### config.mk
export PLATFORM = sky130hd
export DESIGN_NAME = bnf_grammar_char_lexer
export DESIGN_NICKNAME = d
export VERILOG_FILES = /design/src/rtl/bglex_pkg.sv /design/src/rtl/bglex_scan.sv /design/src/rtl/bglex_out_reg.sv /design/src/rtl/bnf_grammar_char_lexer.sv
export SDC_FILE = /design/constraint.sdc
export NUM_CORES = 1
export LEC_CHECK = 0
export ABC_AREA = 1
export BUFFER_PORTS_ARGS = -buffer_cell sky130_fd_sc_hd__buf_2
export CAP_MARGIN = 20
export CORE_MARGIN = 2
export CORE_UTILIZATION = 58
export DETAILED_ROUTE_END_ITERATION = 10
export PLACE_DENSITY = 0.84
export SLEW_MARGIN = 20
export SYNTH_ARGS = -nofsm -noshare
export SYNTH_HDL_FRONTEND = slang
export SYNTH_SLANG_ARGS = --single-unit
### constraint.sdc
create_clock -name i_clk -period 4.5 [get_ports i_clk]
set_clock_uncertainty 0.15 [all_clocks]
set_input_delay 0.45 -clock i_clk [delete_from_list [all_inputs] [get_ports i_clk]]
set_output_delay 0.45 -clock i_clk [all_outputs]
set_load 0.01 [all_outputs]
### src/rtl/bglex_pkg.sv
package bglex_pkg;

    // scanner mode between characters
    typedef enum logic [1:0] {
        MODE_IDLE     = 2'd0,
        MODE_SYMBOL   = 2'd1,
        MODE_TERMINAL = 2'd2,
        MODE_WORD     = 2'd3
    } t_mode;

    // token kind reported with each character
    typedef enum logic [3:0] {
        KIND_SEP      = 4'd0,
        KIND_SYMBOL   = 4'd1,
        KIND_TERMINAL = 4'd2,
        KIND_WORD     = 4'd3,
        KIND_LBRACE   = 4'd4,
        KIND_RBRACE   = 4'd5,
        KIND_LBRACKET = 4'd6,
        KIND_RBRACKET = 4'd7,
        KIND_PIPE     = 4'd8,
        KIND_END      = 4'd9
    } t_kind;

    localparam int unsigned CH_W = 8;

    // character codes
    localparam logic [CH_W-1:0] CH_LT     = 8'h3C;
    localparam logic [CH_W-1:0] CH_GT     = 8'h3E;
    localparam logic [CH_W-1:0] CH_LBRACE = 8'h7B;
    localparam logic [CH_W-1:0] CH_RBRACE = 8'h7D;
    localparam logic [CH_W-1:0] CH_LBRACK = 8'h5B;
    localparam logic [CH_W-1:0] CH_RBRACK = 8'h5D;
    localparam logic [CH_W-1:0] CH_PIPE   = 8'h7C;
    localparam logic [CH_W-1:0] CH_SPACE  = 8'h20;
    localparam logic [CH_W-1:0] CH_TAB    = 8'h09;
    localparam logic [CH_W-1:0] CH_LF     = 8'h0A;
    localparam logic [CH_W-1:0] CH_VT     = 8'h0B;
    localparam logic [CH_W-1:0] CH_FF     = 8'h0C;
    localparam logic [CH_W-1:0] CH_CR     = 8'h0D;
    localparam logic [CH_W-1:0] CH_SQUOTE = 8'h27;
    localparam logic [CH_W-1:0] CH_DQUOTE = 8'h22;

    // one tagged character
    typedef struct packed {
        logic [CH_W-1:0] ch_out;
        t_kind           kind;
        logic            starts_token;
        logic            closes_token;
        logic            word_ended_before;
        logic            unterminated;
    } t_result;

    // punctuator kind, separator code when not a punctuator
    function automatic t_kind punct_kind(input logic [CH_W-1:0] c);
        t_kind k;
        k = KIND_SEP;
        case (c)
            CH_LBRACE: k = KIND_LBRACE;
            CH_RBRACE: k = KIND_RBRACE;
            CH_LBRACK: k = KIND_LBRACKET;
            CH_RBRACK: k = KIND_RBRACKET;
            CH_PIPE:   k = KIND_PIPE;
            default:   k = KIND_SEP;
        endcase
        return k;
    endfunction

endpackage

### src/rtl/bglex_scan.sv
module bglex_scan (
    input  logic                         i_clk,
    input  logic                         i_rst_n,
    input  logic                         i_adv,
    input  logic [bglex_pkg::CH_W-1:0]   i_ch,
    input  logic                         i_eot,
    output bglex_pkg::t_result           o_res
);

    bglex_pkg::t_mode r_mode, n_mode;
    logic             r_dq, n_dq;

    logic             is_white;
    logic             is_punct;
    logic             word_ends;
    bglex_pkg::t_kind pk;
    bglex_pkg::t_mode eff_mode;
    logic [bglex_pkg::CH_W-1:0] close_q;

    // character classes
    always_comb begin
        is_white = i_ch inside {bglex_pkg::CH_SPACE, bglex_pkg::CH_TAB, bglex_pkg::CH_LF,
                                bglex_pkg::CH_VT, bglex_pkg::CH_FF, bglex_pkg::CH_CR};
        pk       = bglex_pkg::punct_kind(i_ch);
        is_punct = (pk != bglex_pkg::KIND_SEP);
        close_q  = r_dq ? bglex_pkg::CH_DQUOTE : bglex_pkg::CH_SQUOTE;
        word_ends = (r_mode == bglex_pkg::MODE_WORD) && (is_white || is_punct);
        eff_mode  = word_ends ? bglex_pkg::MODE_IDLE : r_mode;
    end

    // next mode
    always_comb begin
        n_mode = r_mode;
        n_dq   = r_dq;
        if (i_eot) begin
            n_mode = bglex_pkg::MODE_IDLE;
            n_dq   = 1'b0;
        end else begin
            case (eff_mode)
                bglex_pkg::MODE_SYMBOL: begin
                    if (i_ch == bglex_pkg::CH_GT) n_mode = bglex_pkg::MODE_IDLE;
                end
                bglex_pkg::MODE_TERMINAL: begin
                    if (i_ch == close_q) n_mode = bglex_pkg::MODE_IDLE;
                end
                bglex_pkg::MODE_WORD: begin
                    n_mode = bglex_pkg::MODE_WORD;
                end
                bglex_pkg::MODE_IDLE: begin
                    if (is_white || is_punct) begin
                        n_mode = bglex_pkg::MODE_IDLE;
                    end else if (i_ch == bglex_pkg::CH_LT) begin
                        n_mode = bglex_pkg::MODE_SYMBOL;
                    end else if (i_ch == bglex_pkg::CH_SQUOTE ||
                                 i_ch == bglex_pkg::CH_DQUOTE) begin
                        n_mode = bglex_pkg::MODE_TERMINAL;
                        n_dq   = (i_ch == bglex_pkg::CH_DQUOTE);
                    end else begin
                        n_mode = bglex_pkg::MODE_WORD;
                    end
                end
                default: n_mode = bglex_pkg::MODE_IDLE;
            endcase
        end
    end

    // result fields
    always_comb begin
        o_res                   = '0;
        o_res.ch_out            = i_ch;
        o_res.kind              = bglex_pkg::KIND_SEP;
        if (i_eot) begin
            o_res.ch_out            = '0;
            o_res.kind              = bglex_pkg::KIND_END;
            o_res.word_ended_before = (r_mode == bglex_pkg::MODE_WORD);
            o_res.unterminated      = (r_mode == bglex_pkg::MODE_SYMBOL) ||
                                      (r_mode == bglex_pkg::MODE_TERMINAL);
        end else begin
            o_res.word_ended_before = word_ends;
            case (eff_mode)
                bglex_pkg::MODE_SYMBOL: begin
                    o_res.kind         = bglex_pkg::KIND_SYMBOL;
                    o_res.closes_token = (i_ch == bglex_pkg::CH_GT);
                end
                bglex_pkg::MODE_TERMINAL: begin
                    o_res.kind         = bglex_pkg::KIND_TERMINAL;
                    o_res.closes_token = (i_ch == close_q);
                end
                bglex_pkg::MODE_WORD: begin
                    o_res.kind = bglex_pkg::KIND_WORD;
                end
                bglex_pkg::MODE_IDLE: begin
                    if (is_white) begin
                        o_res.kind = bglex_pkg::KIND_SEP;
                    end else if (i_ch == bglex_pkg::CH_LT) begin
                        o_res.kind         = bglex_pkg::KIND_SYMBOL;
                        o_res.starts_token = 1'b1;
                    end else if (i_ch == bglex_pkg::CH_SQUOTE ||
                                 i_ch == bglex_pkg::CH_DQUOTE) begin
                        o_res.kind         = bglex_pkg::KIND_TERMINAL;
                        o_res.starts_token = 1'b1;
                    end else if (is_punct) begin
                        o_res.kind         = pk;
                        o_res.starts_token = 1'b1;
                        o_res.closes_token = 1'b1;
                    end else begin
                        o_res.kind         = bglex_pkg::KIND_WORD;
                        o_res.starts_token = 1'b1;
                    end
                end
                default: o_res.kind = bglex_pkg::KIND_SEP;
            endcase
        end
    end

    // mode register, moves once per processed transaction
    always_ff @(posedge i_clk) begin
        if (!i_rst_n) begin
            r_mode <= bglex_pkg::MODE_IDLE;
            r_dq   <= 1'b0;
        end else if (i_adv) begin
            r_mode <= n_mode;
            r_dq   <= n_dq;
        end
    end

    // end marker always leaves the scanner between tokens
    a_eot_idle: assert property (@(posedge i_clk) disable iff (!i_rst_n)
        (i_adv && i_eot) |=> (r_mode == bglex_pkg::MODE_IDLE && !r_dq))
        else $error("mode not cleared after end marker");

    // a started word keeps the scanner in word mode
    a_word_mode: assert property (@(posedge i_clk) disable iff (!i_rst_n)
        (i_adv && o_res.starts_token && o_res.kind == bglex_pkg::KIND_WORD)
        |=> (r_mode == bglex_pkg::MODE_WORD))
        else $error("word start did not enter word mode");

    // a word can only end when one was in progress
    a_word_end: assert property (@(posedge i_clk) disable iff (!i_rst_n)
        o_res.word_ended_before |-> (r_mode == bglex_pkg::MODE_WORD))
        else $error("word end flagged outside a word");

endmodule

### src/rtl/bglex_out_reg.sv
module bglex_out_reg (
    input  logic                i_clk,
    input  logic                i_rst_n,
    input  logic                i_load,
    input  bglex_pkg::t_result  i_res,
    input  logic                i_stall,
    output logic                o_valid,
    output bglex_pkg::t_result  o_res
);

    logic               r_valid;
    bglex_pkg::t_result r_res;

    // result holding register
    always_ff @(posedge i_clk) begin
        if (!i_rst_n) begin
            r_valid <= 1'b0;
        end else if (i_load) begin
            r_valid <= 1'b1;
        end else if (!i_stall) begin
            r_valid <= 1'b0;
        end
    end

    always_ff @(posedge i_clk) begin
        if (i_load) begin
            r_res <= i_res;
        end
    end

    assign o_valid = r_valid;
    assign o_res   = r_res;

    // a new result is only loaded into a free or draining slot
    a_no_overwrite: assert property (@(posedge i_clk) disable iff (!i_rst_n)
        i_load |-> (!r_valid || !i_stall))
        else $error("result overwritten while stalled");

    // unterminated flag only on the end result
    a_unterm_end: assert property (@(posedge i_clk) disable iff (!i_rst_n)
        (r_valid && r_res.unterminated) |-> (r_res.kind == bglex_pkg::KIND_END))
        else $error("unterminated flag on a character result");

    // end result carries no character and opens no token
    a_end_clean: assert property (@(posedge i_clk) disable iff (!i_rst_n)
        (r_valid && r_res.kind == bglex_pkg::KIND_END)
        |-> (r_res.ch_out == '0 && !r_res.starts_token && !r_res.closes_token))
        else $error("malformed end result");

endmodule

### src/rtl/bnf_grammar_char_lexer.sv
// BNF grammar character lexer
// Input channel: i_in_valid / o_in_stall carry one character (i_ch) or an
// end-of-text marker (i_end_of_text); a transaction completes on a rising
// edge with i_in_valid high and o_in_stall low.
// Output channel: o_out_valid / i_out_stall carry one tagged result per
// input transaction, in order: echoed character, token kind, token start
// and close flags, word-ended flag and, on the END result, the
// unterminated flag.
// Path: the input transaction loads the input register; from there the
// scanner logic moves it into the result register when that slot frees up.
// Throughput: one transaction per cycle while i_out_stall is low; the
// scanner mode register is updated in the same cycle a character moves
// into the result register.
// Stall: while the result register is held by i_out_stall, one more
// character waits in the input register; o_in_stall rises only when both
// are full.
// Reset: i_rst_n is synchronous, active low; it empties both registers and
// returns the scanner to the between-tokens mode.
module bnf_grammar_char_lexer (
    input  logic                       i_clk,
    input  logic                       i_rst_n,
    input  logic                       i_in_valid,
    output logic                       o_in_stall,
    input  logic [bglex_pkg::CH_W-1:0] i_ch,
    input  logic                       i_end_of_text,
    output logic                       o_out_valid,
    input  logic                       i_out_stall,
    output logic [bglex_pkg::CH_W-1:0] o_ch_out,
    output logic [3:0]                 o_kind,
    output logic                       o_starts_token,
    output logic                       o_closes_token,
    output logic                       o_word_ended_before,
    output logic                       o_unterminated
);

    logic                       r_in_valid;
    logic [bglex_pkg::CH_W-1:0] r_ch;
    logic                       r_eot;
    logic                       adv;
    logic                       out_valid;
    bglex_pkg::t_result         scan_res;
    bglex_pkg::t_result         out_res;

    // move the held character on when the result slot frees up
    assign adv        = r_in_valid && (!out_valid || !i_out_stall);
    assign o_in_stall = r_in_valid && !adv;

    // input register
    always_ff @(posedge i_clk) begin
        if (!i_rst_n) begin
            r_in_valid <= 1'b0;
        end else if (!o_in_stall) begin
            r_in_valid <= i_in_valid;
        end
    end

    always_ff @(posedge i_clk) begin
        if (i_in_valid && !o_in_stall) begin
            r_ch  <= i_ch;
            r_eot <= i_end_of_text;
        end
    end

    // scanner
    bglex_scan u_scan (
        .i_clk   (i_clk),
        .i_rst_n (i_rst_n),
        .i_adv   (adv),
        .i_ch    (r_ch),
        .i_eot   (r_eot),
        .o_res   (scan_res)
    );

    // result register
    bglex_out_reg u_out (
        .i_clk   (i_clk),
        .i_rst_n (i_rst_n),
        .i_load  (adv),
        .i_res   (scan_res),
        .i_stall (i_out_stall),
        .o_valid (out_valid),
        .o_res   (out_res)
    );

    // output ports
    assign o_out_valid         = out_valid;
    assign o_ch_out            = out_res.ch_out;
    assign o_kind              = out_res.kind;
    assign o_starts_token      = out_res.starts_token;
    assign o_closes_token      = out_res.closes_token;
    assign o_word_ended_before = out_res.word_ended_before;
    assign o_unterminated      = out_res.unterminated;

endmodule
==> results.toml <==
[logic_synthesis]
synth-seq-cells = 30
synth_area_sq_um = 1560
syn_area_per_cell_sq_um = 9.01
synth.area.top_cells = "edfxtp_1, nand2_1, nor2_1, dfxtp_1, ha_1"
yosys_warnings = 0
ys_types = 23
ys_seq_area_share_pct = 54.6
synth_top_cell_by_area = "edfxtp_1"
synth_cells = 173
synth_top_area_share_pct = 48.2
synth_nets = 193

[sta]
period_needed_ns = 2.55
tns_ns = 0
clock.fmax_mhz = 392
rsz0062_at_grt = "false"
fin_ws_ns = 1.95
drv_slew = 0
hold_violations = 0
setup_viol_count_final = 0
tightest_slew_ns = 1.05
fin_crit_sh_pct = 56.7
holdWs_ns = 0.143
slew_headroom_pct = 29.8

[final_layout]
drive_gt1_share_pct = 27.1
diodes = 0
final_cell_area_sq_um = 1820
fin_cells = 240
layout_common_cells = "nand2_1, buf_2, nor2_1, edfxtp_1, inv_1"
nets = 229
final_common_cell = "nand2_1"
synthToLayoutAreaGrowth_pct = 17.0

[routing]
wl_per_cell_microns = 12.6
routed_wl_mm = 3.01
antenna_left = 0
drt_iter0_drc = 60
wl_met1_mm = 1.18
dr.pass1.iters = 7
drc = 0
via_per_inst = 5.27
top_layer = "met4"
met3WireLength_microns = 291
wl_met2_mm = 1.45
num_vias = 1265

[floorplanning]
start_util_pct = 61.8
die_h_microns = 55.8
dieArea_sq_um = 3120
core_sq_um = 2520
ios = 31
rows = 18
die_x_microns = 55.8

[placement]
io_buffer_count = 30
dp_slack_ns = 1.97
gp_congestion = 0.922
place_inst = 232
place_area_sq_um = 1750
hpwl_mm = 2.27

[clock_network]
cts_buffers = 5
hold_buffers = 0
post-cts-setup-buffers = 0
cts.root.buffer_cell = "clkbuf_4"
htreeDepth = 2
cts_tree = "yes"
ctsResizeCount = 0
path_clk_slew_ns = 0.10
clock-sinks = 30
clk_latency_ns = 0.33
clk_path_buf_depth = 2

[global_route]
antenna_found_initial = 0
track_usage_pct = 21.2
grt_pass1_vias = 1258
grt_max_degree = 19
grt_overflow = 0
grt_pass1_wl_mm = 5.14

[pwr]
swShare_pct = 24.7
p_comb_share_pct = 11.7
powerDensity_nw_per_um2 = 333
power_leakage_nw = 0.846
seqPwrFrac_pct = 53.9
p_switching_mw = 0.150
internal_power_mw = 0.457
power_frac_clock_pct = 34.4
ir_drop_uv = 239

[setup_path]
crit_top_cell = "nand2_1"
arrival_ns = 2.67
crit_fanout = 5
startpoint_type = "register"
crit_path_max_incr_delay_ns = 0.47
path_cells = "nand2_1, nor2_1, nand2_1, nand3_4, o21ai_2, inv_1, nor2_1, inv_1, ha_1, or2_2, nor2_4, nand2_1, a21oi_1"
worstSetupPathType = "reg2reg"
worstSetupEndpointType = "register"
cp.required_ns = 4.62
cpMaxStageDelayCell = "edfxtp_1"

[min_path]
hold_path.class = "in2reg"

[job]
drv_cap = 0

[outcome]
status = "completed"
==> routing by layer <==
layer | track usage, % | vias to the layer above
met5 | 0 | -
met4 | 14.6 | 0
met1 | 23.7 | 544
met3 | 7.44 | 13
met2 | 33.7 | 83
li1 | - | 625
==> cell families (layout without fill, tap and decap cells) <==
group | Yosys count | in the layout | synth area share, %
simple gates | 93 | 93 | 27.0
flops | 30 | 30 | 54.6
buf+inv | 28 | 65 | 6.74
compound gates | 15 | 15 | 6.10
fa+ha+maj | 7 | 7 | 5.62
==> state kept, by name, summed over array words and instances (netlist names) <==
register,cells
r_eot,1
u_scan.r_dq,1
u_scan.r_mode,2
r_in_valid,1
u_out.o_res,16
u_out.o_valid,1
r_ch,8
==> path summary, 6_finish.rpt <==
kind | start | to | slack, ns | depth (start not counted)
worst max-delay path | r_ch[3] | u_scan.r_mode[1] | 1.95 | 13
worst min-delay path | i_ch[6] | r_ch[6] | 0.14 | 1
worst max register to register | r_ch[3] | u_scan.r_mode[1] | 1.95 | 13
worst min register to register | r_in_valid | u_out.o_valid | 0.37 | 2
==> power by group through the flow <==
stage / clock network (mW) / logic [mW] / registers, mW
after detailed placement: 0 / 0.0699 / 0.333
after global placement: 0 / 0.0660 / 0.332
after global routing: 0.224 / 0.0795 / 0.329
after CTS: 0.212 / 0.0706 / 0.327
after floorplan: 0 / 0.0442 / 0.335
final: 0.209 / 0.0711 / 0.327
==> metrics by stage <==
step                power (mW)  utilization (%)
global route             0.632             72.3
CTS                      0.610             72.3
floorplan                0.379                -
finish                   0.607             72.3
detailed placement       0.403             69.2
global placement         0.398             69.2
==> worst max-delay path, delay by kind of cell, from the launching register on <==
family / cells / cell delay, ns
AO/OA/AOI/OAI: 2 / 0.28
AND/OR/NAND/NOR: 8 / 1.16
adder cells (fa/ha/maj): 1 / 0.28
buffers and inverters: 2 / 0.15
flip-flops: 1 / 0.47
==> synthesized netlist by cell type, drive strengths merged <==
cell type,n
nand2,49
nor2,32
inv,27
edfxtp,25
nand3,10
a21oi,8
ha,7
dfxtp,5
o21ai,4
a2111oi,1
clkbuf,1
nor3,1
o221ai,1
o31ai,1
or2,1
==> area by class of cell <==
cell class	instances	area, sq um
clock buffers	5	37.5
clock inverters	3	40.0
fillers	197	698
inverters	27	101
multi-input cells	115	607
flip-flops and latches	30	851
well taps	30	37.5
repair buffers	30	150
(Power assumes the default switching activity.)
